### config.mk
export PLATFORM = sky130hd
export DESIGN_NAME = dsc_delay_line
export DESIGN_NICKNAME = d
export VERILOG_FILES = /design/src/hw/rtl/dsc_pkg.sv /design/src/hw/rtl/dsc_delay_line.sv
export SDC_FILE = /design/constraint.sdc
export NUM_CORES = 1
export LEC_CHECK = 0
export BUFFER_PORTS_ARGS = -buffer_cell sky130_fd_sc_hd__buf_4
export CAP_MARGIN = 40
export CORE_ASPECT_RATIO = 1.4
export CORE_MARGIN = 2
export CORE_UTILIZATION = 42
export CTS_CLUSTER_DIAMETER = 100
export DETAILED_ROUTE_END_ITERATION = 7
export HOLD_SLACK_MARGIN = 0.03
export PLACE_DENSITY = 0.67
export SYNTH_ARGS = -nofsm -noshare
export SYNTH_HDL_FRONTEND = slang
export SYNTH_SLANG_ARGS = --single-unit
export TNS_END_PERCENT = 30
### constraint.sdc
create_clock -name aclk -period 3.5 [get_ports aclk]
set_input_delay 0.35 -clock aclk [delete_from_list [all_inputs] [get_ports aclk]]
set_output_delay 0.35 -clock aclk [all_outputs]
set_load 0.01 [all_outputs]
### src/hw/rtl/dsc_pkg.sv
// Shared types and constants for the delay-and-sum combiner.
// No dependencies; imported by dsc_delay_line, delay_and_sum_combiner and tb_top.
package dsc_pkg;

    // Number of channel ports and register groups on the block
    localparam int MAX_CH       = 4;
    // Field widths fixed by the register map
    localparam int DELAY_W      = 6;
    localparam int WEIGHT_W     = 16;
    // Q4.12 weights: twelve fraction bits, 4096 is unity
    localparam int FRAC_BITS    = 12;
    localparam logic [WEIGHT_W-1:0] UNITY_WEIGHT = 16'd4096;
    // APB register index width (eight registers, word spaced)
    localparam int REG_IDX_W    = 3;
    localparam int PADDR_W      = REG_IDX_W + 2;

    // Register indexes
    typedef enum logic [REG_IDX_W-1:0] {
        REG_DELAY_CH0  = 3'd0,
        REG_DELAY_CH1  = 3'd1,
        REG_DELAY_CH2  = 3'd2,
        REG_DELAY_CH3  = 3'd3,
        REG_WEIGHT_CH0 = 3'd4,
        REG_WEIGHT_CH1 = 3'd5,
        REG_WEIGHT_CH2 = 3'd6,
        REG_WEIGHT_CH3 = 3'd7
    } reg_idx_t;

    // Strobes from the top level to each delay line
    typedef struct packed {
        logic wr_en;   // request accepted: store the sample
        logic rd_en;   // first pipeline stage loads
    } dly_ctrl_t;

    // Source of the delayed tap
    typedef enum logic [1:0] {
        TAP_ZERO    = 2'd0,
        TAP_CURRENT = 2'd1,
        TAP_STORE   = 2'd2
    } tap_sel_t;

endpackage

### src/hw/rtl/dsc_delay_line.sv
// One channel's circular delay line: sample memory, read address and tap select.
// Depends on dsc_pkg.
module dsc_delay_line
    import dsc_pkg::*;
#(
    parameter int HISTORY_DEPTH = 64,
    parameter int SAMPLE_BITS   = 16,
    parameter int PTR_W         = 6
) (
    input  logic                          aclk,
    input  dly_ctrl_t                     ctrl,
    input  logic [PTR_W-1:0]              wr_addr,
    input  logic [PTR_W-1:0]              fill_cnt,
    input  logic [DELAY_W-1:0]            delay,
    input  logic signed [SAMPLE_BITS-1:0] wr_data,
    output logic signed [SAMPLE_BITS-1:0] tap
);

    localparam int CW = ((PTR_W > DELAY_W) ? PTR_W : DELAY_W) + 1;
    localparam logic [CW-1:0] LAST  = CW'(HISTORY_DEPTH - 1);
    localparam logic [CW-1:0] DEPTH = CW'(HISTORY_DEPTH);

    logic signed [SAMPLE_BITS-1:0] mem [HISTORY_DEPTH];
    logic signed [SAMPLE_BITS-1:0] rd_data_reg;
    logic signed [SAMPLE_BITS-1:0] cur_data_reg;
    tap_sel_t                      sel_reg;
    tap_sel_t                      sel_next;
    logic [CW-1:0]                 d_ext;
    logic [CW-1:0]                 d_clamp;
    logic [CW-1:0]                 wp_ext;
    logic [CW-1:0]                 rp_full;
    logic [PTR_W-1:0]              rd_addr;

    // Clamp the delay to the store and step back from the write slot
    always_comb begin
        d_ext   = CW'(delay);
        d_clamp = (d_ext > LAST) ? LAST : d_ext;
        wp_ext  = CW'(wr_addr);
        if (wp_ext >= d_clamp) begin
            rp_full = wp_ext - d_clamp;
        end else begin
            rp_full = wp_ext + DEPTH - d_clamp;
        end
        rd_addr = rp_full[PTR_W-1:0];
        // Zero delay takes the current sample; a slot not yet written reads as zero
        priority if (d_clamp == '0) begin
            sel_next = TAP_CURRENT;
        end else if (d_clamp > CW'(fill_cnt)) begin
            sel_next = TAP_ZERO;
        end else begin
            sel_next = TAP_STORE;
        end
    end

    // Store the incoming sample
    always_ff @(posedge aclk) begin
        if (ctrl.wr_en) begin
            mem[wr_addr] <= wr_data;
        end
    end

    // Registered read alongside the bypass sample and select
    always_ff @(posedge aclk) begin
        if (ctrl.rd_en) begin
            rd_data_reg  <= mem[rd_addr];
            cur_data_reg <= wr_data;
            sel_reg      <= sel_next;
        end
    end

    always_comb begin
        unique case (sel_reg)
            TAP_CURRENT: tap = cur_data_reg;
            TAP_STORE:   tap = rd_data_reg;
            default:     tap = '0;
        endcase
    end

endmodule

Yosys cells after proc, flatten, opt, wreduce, memory -nomap -nowiden
Memory sizes are Yosys's and may differ from the RTL's. A register that Yosys moved wholly into a read port is not among the register bits.
Index checks and enable logic that the tools add are counted.
{ "totals": {"ff_bits": 18, "wordCells": 16, "ramBits": 1024, "n_memories": 1, "inputBits": 37, "out_inout_bits": 16} }
{ "op_classes": {"n_addsub": 3, "n_eq_ne": 2, "mux": 5, "n_lt_le_gt_ge": 2, "reduce_logical": 1} }
{ "mem_list": {"columns": ["memory", "words", "width", "read_ports", "rd_clocked_by_memory_dff", "write_ports", "line_no", "rtl"], "rows": [
  ["mem", 64, 16, 1, 1, 1, "dsc_delay_line.sv:23", "logic signed [SAMPLE_BITS-1:0] mem [HISTORY_DEPTH];"]
]} }
{ "op_table": {"columns": ["operator", "n"], "rows": [
  ["one-hot mux 16 bit (2 select lines)", 1],
  ["subtractor 6 bit", 2],
  ["adder 6 x 1 -> 6 bit (second input constant)", 1],
  ["greater-or-equal comparator 6 bit", 1],
  ["greater-than comparator 6 bit", 1],
  ["zero test 6 bit", 1],
  ["2-to-1 mux 6 bit", 1],
  ["== test 2 x 1 -> 1 bit (second input constant)", 1],
  ["== test 2 bit (second input constant)", 1],
  ["2-to-1 mux 1 bit", 2],
  ["2-to-1 mux 2 bit", 1]
]} }

Logic depth before layout (Yosys ltp)
Gate-level depths: netlist (run 1).
{ "depth": {"ltp_word": 3, "ltp_mapped": 13, "depth_no_buf": 10} }

Least setup slack after synthesis (run 1)
No wires, ideal clock.
{ "synth_timing": {"path_type": "input-to-reg", "start": "input port wr_addr[0]", "end": "register rd_data_reg[4] (read register of mem), data pin", "cell_stages": 12, "required_time_ps": 3232, "path_slack_ps": 479, "path_buffers": 3, "arrival_ps": 2753, "setup_ps": 268, "path_cell_list": "clkbuf_1 inv_1 ha_1 inv_1 fa_1 clkbuf_1 buf_1 mux4_2 mux2i_1 mux2i_1 a32oi_1 o221ai_2"} }
{ "synth_via": {"elab_chain_len": 3, "word_cells_on_any_way": 5, "cone_classes": "3 x add/sub; 1 x order compare; 1 x mux"} }
{ "synth_rtl": {"columns": ["element", "line_no", "rtl"], "rows": [
  ["from (decl)", "dsc_delay_line.sv:12", "input logic [PTR_W-1:0] wr_addr,"],
  ["adder 6 x 1 -> 6 bit", "dsc_delay_line.sv:42", "rp_full = wp_ext + DEPTH - d_clamp;"],
  ["subtractor 6 bit", "dsc_delay_line.sv:42", null],
  ["2-to-1 mux 6 bit (*)", "dsc_delay_line.sv:39", "if (wp_ext >= d_clamp) begin"],
  ["to (decl)", "dsc_delay_line.sv:24", "logic signed [SAMPLE_BITS-1:0] rd_data_reg;"]
]} }
Every way passes the cells marked *; elsewhere a longest branch is shown, timed or not.
A chain may end at the register's enable or synchronous reset.

Worst setup path after layout (run 1)
{ "layout_timing": {"start": "input port wr_addr[0]", "end": "register rd_data_reg[10] (read register of mem), data pin"} }
Same word-level chain as after synthesis.

==> flow_summary.toml, run 1 <==
[power]
power.leakage_nw = 15.5
p_seq_share_pct = 50.9
max-vdd-ir-drop_uv = 388
internal_power_mw = 21.3
share_comb_of_total_power_pct = 13.0
power.share.switching_pct = 23.6
net-switching-power_mw = 6.57
pwr_density_cell_mw_per_mm2 = 585
power_frac_clock_pct = 36.0

[sta]
final-max-slew-violation-count = 0
skew_ns = 0.0346
max_slew_margin_vs_limit_pct = 41.5
tightest_slew_ns = 0.878
setup-violations-final = 0
post-route-min-period_ns = 3.10
final_hold_viol_count = 0
fin_setup_tns_ns = 0
timing.final.crit_share_pct = 88.5
maxClockFrequency_ghz = 0.323
timing.final.ws_setup_ns = 0.403
worst_hold_slack_ns = 0.137
grt_setup_unrepaired = "false"

[worst_setup_path]
setup.worst_path.start_class = "primary input"
logic_depth_of_the_worst_setup_path_including_buffers = 12
worst_r2r_path_depth = 5
count_of_buffering_cells_on_the_critical_path_with_inverters_included = 5
critical_path_required_ns = 3.90
worstPathArrival_ns = 3.50
cpLargestDelayFamily = "adder cells"
critPathSlowestCell = "sky130_fd_sc_hd__fa_4"
crit_chain = "buf_4 -> inv_1 -> ha_4 -> inv_1 -> fa_4 -> buf_12 -> buf_12 -> mux4_2 -> mux2i_1 -> mux2i_1 -> a32oi_1 -> o221ai_2"
cp_max_fo = 16
slowest_delay_ns = 0.82
critical_path_capture_point_type = "register"
criticalPathCategory = "in -> reg"

[clocking]
worstSkewPairLatency_ns = 0.70
clk_path_buf_depth = 3
tritoncts = "done"
clock_sink_count = 1058
ctsHtreeMaxLevel = 3
cts.clk_slew.worst_paths_ns = 0.07
cts_made_buffers = 89
cts.repair_timing.setup_buffer_count = 0
cts-root-buf = "sky130_fd_sc_hd__clkbuf_16"

[placement]
gp_routability_congestion = 0.844
placed_cell_area_sq_mm = 0.0447
dp.final_hpwl_um = 59800
buffer_ports.inserted = 52
preCtsSetupSlack_ns = -0.350

[final_layout]
drive_above_1_share_pct = 27.8
flow.area_growth_from_synthesis_pct = 15.1
largest_register_ffs = 1024
final_common_cell = "sky130_fd_sc_hd__edfxtp_1"
num-nets-final = 2277
layout.cells.most_common_list = "1058 x sky130_fd_sc_hd__edfxtp_1, 256 x sky130_fd_sc_hd__mux4_2, 234 x sky130_fd_sc_hd__nand2_1"
fin_area_sq_mm = 0.0476
number_of_fill_cells_in_the_layout = 7789
insertedDiodeCount = 0
postLayoutCoreUtil_pct = 48.6

[yosys]
post-synth-top-area-cell = "sky130_fd_sc_hd__edfxtp_1"
synthCells = 2012
async_reset_ff_share_pct = 0
count_of_flip_flops_with_a_built_in_enable_after_synthesis = 1058
synthDominantCellAreaShare_pct = 76.8
synthFlopType = "sky130_fd_sc_hd__edfxtp_1"
total_of_warnings_raised_by_yosys = 0
netlist-cell-type-count = 47
seq_area_frac_synth_pct = 76.8
post_synth_instance_area_sq_mm = 0.0414
synth_area_per_cell_sq_um = 20.6
synthesis.nets = 2063
area_contributors_post_synth = "sky130_fd_sc_hd__edfxtp_1 77%, sky130_fd_sc_hd__mux4_2 14%, sky130_fd_sc_hd__nand2_1 2.1%, sky130_fd_sc_hd__mux2i_1 1.2%, sky130_fd_sc_hd__nor2_1 0.77%"
postSynthRegisterBits = 1058

[grt]
global_route.peak_usage_layer = "met2"
globalRouteMet3Util_pct = 2.76
overflow = 0
grt_pass1_vias = 21100
grt_max_degree = 66
global_route.usage.met1_pct = 23.8
grt_antenna_before_repair = 4
grt_usage_pct = 19.4
first_pass_grt_wire_length_um = 143000
grtUsageMet2_pct = 34.4

[drt]
post-route-drc-count = 0
vias = 20300
vias_per_inst = 5.63
final_antenna_violating_net_count = 0
wl_um = 97300
firstDrtPassIters = 5
detail_route.wl_per_cell_um = 27.0
detailed_router_s_first_iteration_violation_count = 2010

[worst_hold_path]
worst_hold_path.num_cells = 1
min_path_type = "in -> reg"

[floorplanning]
die_width_um = 269
num_rows = 136
ios = 53
floorplan_die_area_sq_mm = 0.101
coreArea_sq_mm = 0.0978
floorplan.die.height_um = 375
floorplan.initialDensity_pct = 42.3

[job]
max-cap-violations = 0

[run_status]
run_status = "completed"
power groups by stage:
stage / combinational (mW) / clock, mW / sequential, mW
floorplan: 1.96 / 0 / 14.4
global placement: 3.61 / 0 / 14.4
detailed placement: 3.66 / 0 / 14.5
CTS: 3.67 / 10.2 / 14.2
global route: 3.83 / 10.7 / 14.2
finish: 3.62 / 10.0 / 14.2
logic make-up after synthesis:
family | Yosys count | synth area share (%)
xor+xnor | 4 | 0.121
flops | 1058 | 76.8
simple gates | 413 | 4.31
buf+inv | 124 | 1.40
compound gates | 95 | 1.83
fa+ha+maj | 14 | 0.442
mux | 304 | 15.1
Yosys cell counts (2+ instances only):
| master | n |
|---|---|
| sky130_fd_sc_hd__buf_2 | 30 |
| sky130_fd_sc_hd__a21o_1 | 2 |
| sky130_fd_sc_hd__nand3b_1 | 19 |
| sky130_fd_sc_hd__buf_6 | 3 |
| sky130_fd_sc_hd__a32oi_1 | 16 |
| sky130_fd_sc_hd__a22oi_1 | 16 |
| sky130_fd_sc_hd__o221ai_2 | 10 |
| sky130_fd_sc_hd__nor2b_1 | 4 |
| sky130_fd_sc_hd__nand3_1 | 55 |
| sky130_fd_sc_hd__o211a_4 | 2 |
| sky130_fd_sc_hd__buf_4 | 10 |
| sky130_fd_sc_hd__o21ai_0 | 35 |
| sky130_fd_sc_hd__ha_1 | 13 |
| sky130_fd_sc_hd__nand2_1 | 234 |
| sky130_fd_sc_hd__inv_1 | 14 |
| sky130_fd_sc_hd__buf_1 | 23 |
| sky130_fd_sc_hd__mux2i_1 | 48 |
| sky130_fd_sc_hd__mux4_2 | 256 |
| sky130_fd_sc_hd__nor3_1 | 3 |
| sky130_fd_sc_hd__nand2b_1 | 2 |
| sky130_fd_sc_hd__o21a_1 | 2 |
| sky130_fd_sc_hd__nor2_1 | 85 |
| sky130_fd_sc_hd__edfxtp_1 | 1058 |
| sky130_fd_sc_hd__clkbuf_1 | 43 |
| sky130_fd_sc_hd__and2_1 | 2 |
| sky130_fd_sc_hd__o221ai_1 | 6 |
metal layers:
layer / wire (um) / up-vias
met4: 3700 / 4
met1: 36200 / 10800
met2: 51800 / 731
li1: - / 8625
met5: 23 / -
met3: 5580 / 150
final cells by class:
class / count / area [sq um] / area share [%]
clock buffers: 105 / 2310 / 4.85
clock inverters: 57 / 608 / 1.28
inverters: 14 / 52.6 / 0.110
multi-input cells: 830 / 9080 / 19.1
flip-flops and latches: 1058 / 31800 / 66.8
well taps: 1311 / 1640 / 3.45
repair buffers: 233 / 2130 / 4.47
through the flow:
| stage | power [mW] | std cells |
|---|---|---|
| global route | 28.7 | 3608 |
| CTS | 28.1 | 3608 |
| detailed placement | 18.1 | 3444 |
| finish | 27.8 | 3608 |
| global placement | 18.1 | 3444 |
| floorplan | 16.4 | 2012 |
worst reg2reg max path, cell delays in order, from the launching register on:
cell and delay (ns):
sky130_fd_sc_hd__edfxtp_1 0.38, sky130_fd_sc_hd__mux4_2 0.48, sky130_fd_sc_hd__mux2i_1 0.39, sky130_fd_sc_hd__mux2i_1 0.24, sky130_fd_sc_hd__a32oi_1 0.42, sky130_fd_sc_hd__o221ai_2 0.15
repair_timing:
action                    CTS  global route
hold endpoints to repair    1             0
hold buffers                2             0
gates resized for setup     0             0
path summary, 6_finish.rpt:
check	slack, ns	startpoint	end
setup / recovery	0.40	wr_addr[0]	rd_data_reg[10]
hold / removal	0.14	ctrl[0]	cur_data_reg[0]
setup reg to reg	1.18	mem[32][10]	rd_data_reg[10]
hold reg to reg	0.96	mem[43][11]	rd_data_reg[11]
Note: power is estimated with default switching activity, not from simulation.
==> run 2, diff against run 1 <==
--- a/config.mk
+++ b/config.mk
@@ -13,7 +13,7 @@
 export CTS_CLUSTER_DIAMETER = 100
 export DETAILED_ROUTE_END_ITERATION = 7
 export HOLD_SLACK_MARGIN = 0.03
-export PLACE_DENSITY = 0.67
+export PLACE_DENSITY = 0.62
 export SYNTH_ARGS = -nofsm -noshare
 export SYNTH_HDL_FRONTEND = slang
 export SYNTH_SLANG_ARGS = --single-unit
==> run 2 against run 1 <==
Effect of this change:
- clock skew decreased by 0.016 ns
- register-to-register slack got worse by 0.09 ns
- sequential power about the same
- final cell count increased by 0.39%
- design area increased by 0.25%
- worst setup slack got worse by 0.25 ns
- sequential share of layout area decreased by 0.16 points
- worst hold slack improved by 0.031 ns
- clock power increased by 4%
- critical endpoint is now rd_data_reg[0]
- highest routed layer is now met4
==> flow_summary.toml, run 2 (synthesis gave the netlist of run 1 again) <==
[run_status]
run_status = "completed"

[sta]
worst_hold_slack_ns = 0.168
grt_setup_unrepaired = "false"
setup-violations-final = 0
skew_ns = 0.0186
timing.final.crit_share_pct = 95.6
max_slew_margin_vs_limit_pct = 40.0
final_hold_viol_count = 0
final-max-slew-violation-count = 0
maxClockFrequency_ghz = 0.299
fin_setup_tns_ns = 0
post-route-min-period_ns = 3.34
tightest_slew_ns = 0.901

[final_layout]
drive_above_1_share_pct = 28.4
num-nets-final = 2286
largest_register_ffs = 1024
layout.cells.most_common_list = "1058 x sky130_fd_sc_hd__edfxtp_1, 256 x sky130_fd_sc_hd__mux4_2, 234 x sky130_fd_sc_hd__nand2_1"
final_common_cell = "sky130_fd_sc_hd__edfxtp_1"
insertedDiodeCount = 0
post_layout_nonfiller_instances = 3622
flow.area_growth_from_synthesis_pct = 15.3
postLayoutCoreUtil_pct = 48.8

[clocking]
clock_sink_count = 1058
ctsHtreeMaxLevel = 3
worstSkewPairLatency_ns = 0.69
clk_path_buf_depth = 3
cts_made_buffers = 95
tritoncts = "done"
cts-root-buf = "sky130_fd_sc_hd__clkbuf_16"
cts.clk_slew.worst_paths_ns = 0.07

[grt]
grt_pass1_vias = 21200
overflow = 0
first_pass_grt_wire_length_um = 149000
grt_antenna_before_repair = 0
grt_usage_pct = 20.4
grt_max_degree = 66

[drt]
detailed_router_s_first_iteration_violation_count = 1843
top_layer = "met4"
post-route-drc-count = 0
firstDrtPassIters = 6
drt-met1-wl_um = 38900
vias = 20400
vias_per_inst = 5.63
wl_met3_um = 6070
wl_um = 102000
wl_met2_um = 53000
detail_route.wl_per_cell_um = 28.1
final_antenna_violating_net_count = 0

[placement]
placedCellCount = 3447
buffer_ports.inserted = 52
gp_routability_congestion = 0.854
dp.final_hpwl_um = 61400

[floorplanning]
num_rows = 136
floorplan.die.height_um = 375
floorplan_die_area_sq_mm = 0.101
floorplan.initialDensity_pct = 42.3
coreArea_sq_mm = 0.0978
ios = 53
die_width_um = 269

[worst_setup_path]
critPathSlowestCell = "sky130_fd_sc_hd__fa_4"
worstPathArrival_ns = 3.73
critical_path_capture_point_type = "register"
crit_chain = "buf_4 -> inv_1 -> ha_4 -> inv_1 -> fa_4 -> buf_12 -> buf_12 -> mux4_2 -> mux2i_1 -> mux2i_1 -> a32oi_1 -> o221ai_1"
slowest_delay_ns = 0.84
criticalPathCategory = "in -> reg"
critical_path_required_ns = 3.89
setup.worst_path.start_class = "primary input"
cp_max_fo = 29

[job]
max-cap-violations = 0

[power]
power.leakage_nw = 15.5
pwr_density_cell_mw_per_mm2 = 594
max-vdd-ir-drop_uv = 390

[worst_hold_path]
min_path_type = "in -> reg"
## run 2: power by group
part | leakage (nW) | switching (mW) | internal [mW] | total, mW
logic | 4.47 | 2.17 | 1.52 | 3.69
registers | 9.55 | 0.0655 | 14.1 | 14.2
clock network | 1.49 | 4.56 | 5.89 | 10.4
total | 15.5 | 6.79 | 21.5 | 28.3
## run 2: final cells by class
class	instances	area, sq um
sequential	1058	31800
tap	1311	1640
clock buffer	112	2480
multi-input combinational	830	9080
clock inverter	61	603
timing repair buffer	236	2080
fill	7797	50100
inverter	14	52.6
## run 2: metrics by stage
step	cell area [sq um]	setup WS [ns]	power, mW
5_1_grt	47700	0.175	29.2
2_1_floorplan	41400	0.479	16.4
4_1_cts	47700	0.231	28.6
6_report	47700	0.155	28.3
3_3_place_gp	44600	-0.483	18.2
3_5_place_dp	44600	-0.503	18.2
## run 2: path summary, 6_finish.rpt
path / from / endpoint / slack, ns / cells past startpoint
max: wr_addr[0] / rd_data_reg[0] / 0.16 / 12
min reg2reg: mem[2][14] / rd_data_reg[14] / 1.01 / 5
max reg2reg: mem[39][0] / rd_data_reg[0] / 1.09 / 5
min: ctrl[0] / cur_data_reg[7] / 0.17 / 1
## run 2: timing repair
action / 4_1_cts / 5_1_grt
setup endpoints to repair: 0 / 0
setup buffers: 0 / 0
hold buffers: 2 / 0
hold endpoints to repair: 1 / 0
gates resized for setup: 0 / 0
## run 2: metal layers
metal	up-vias	track usage [%]
met5	-	0
met4	0	8.07
met2	736	35.3
li1	8650	-
met1	10800	25.8
met3	160	3.04
## run 2: critical path, delay by kind of cell
kind | cells | cell delay [ns]
mux | 3 | 0.91
compound gates | 2 | 0.70
buf+inv | 5 | 0.74
fa+ha+maj | 2 | 0.99
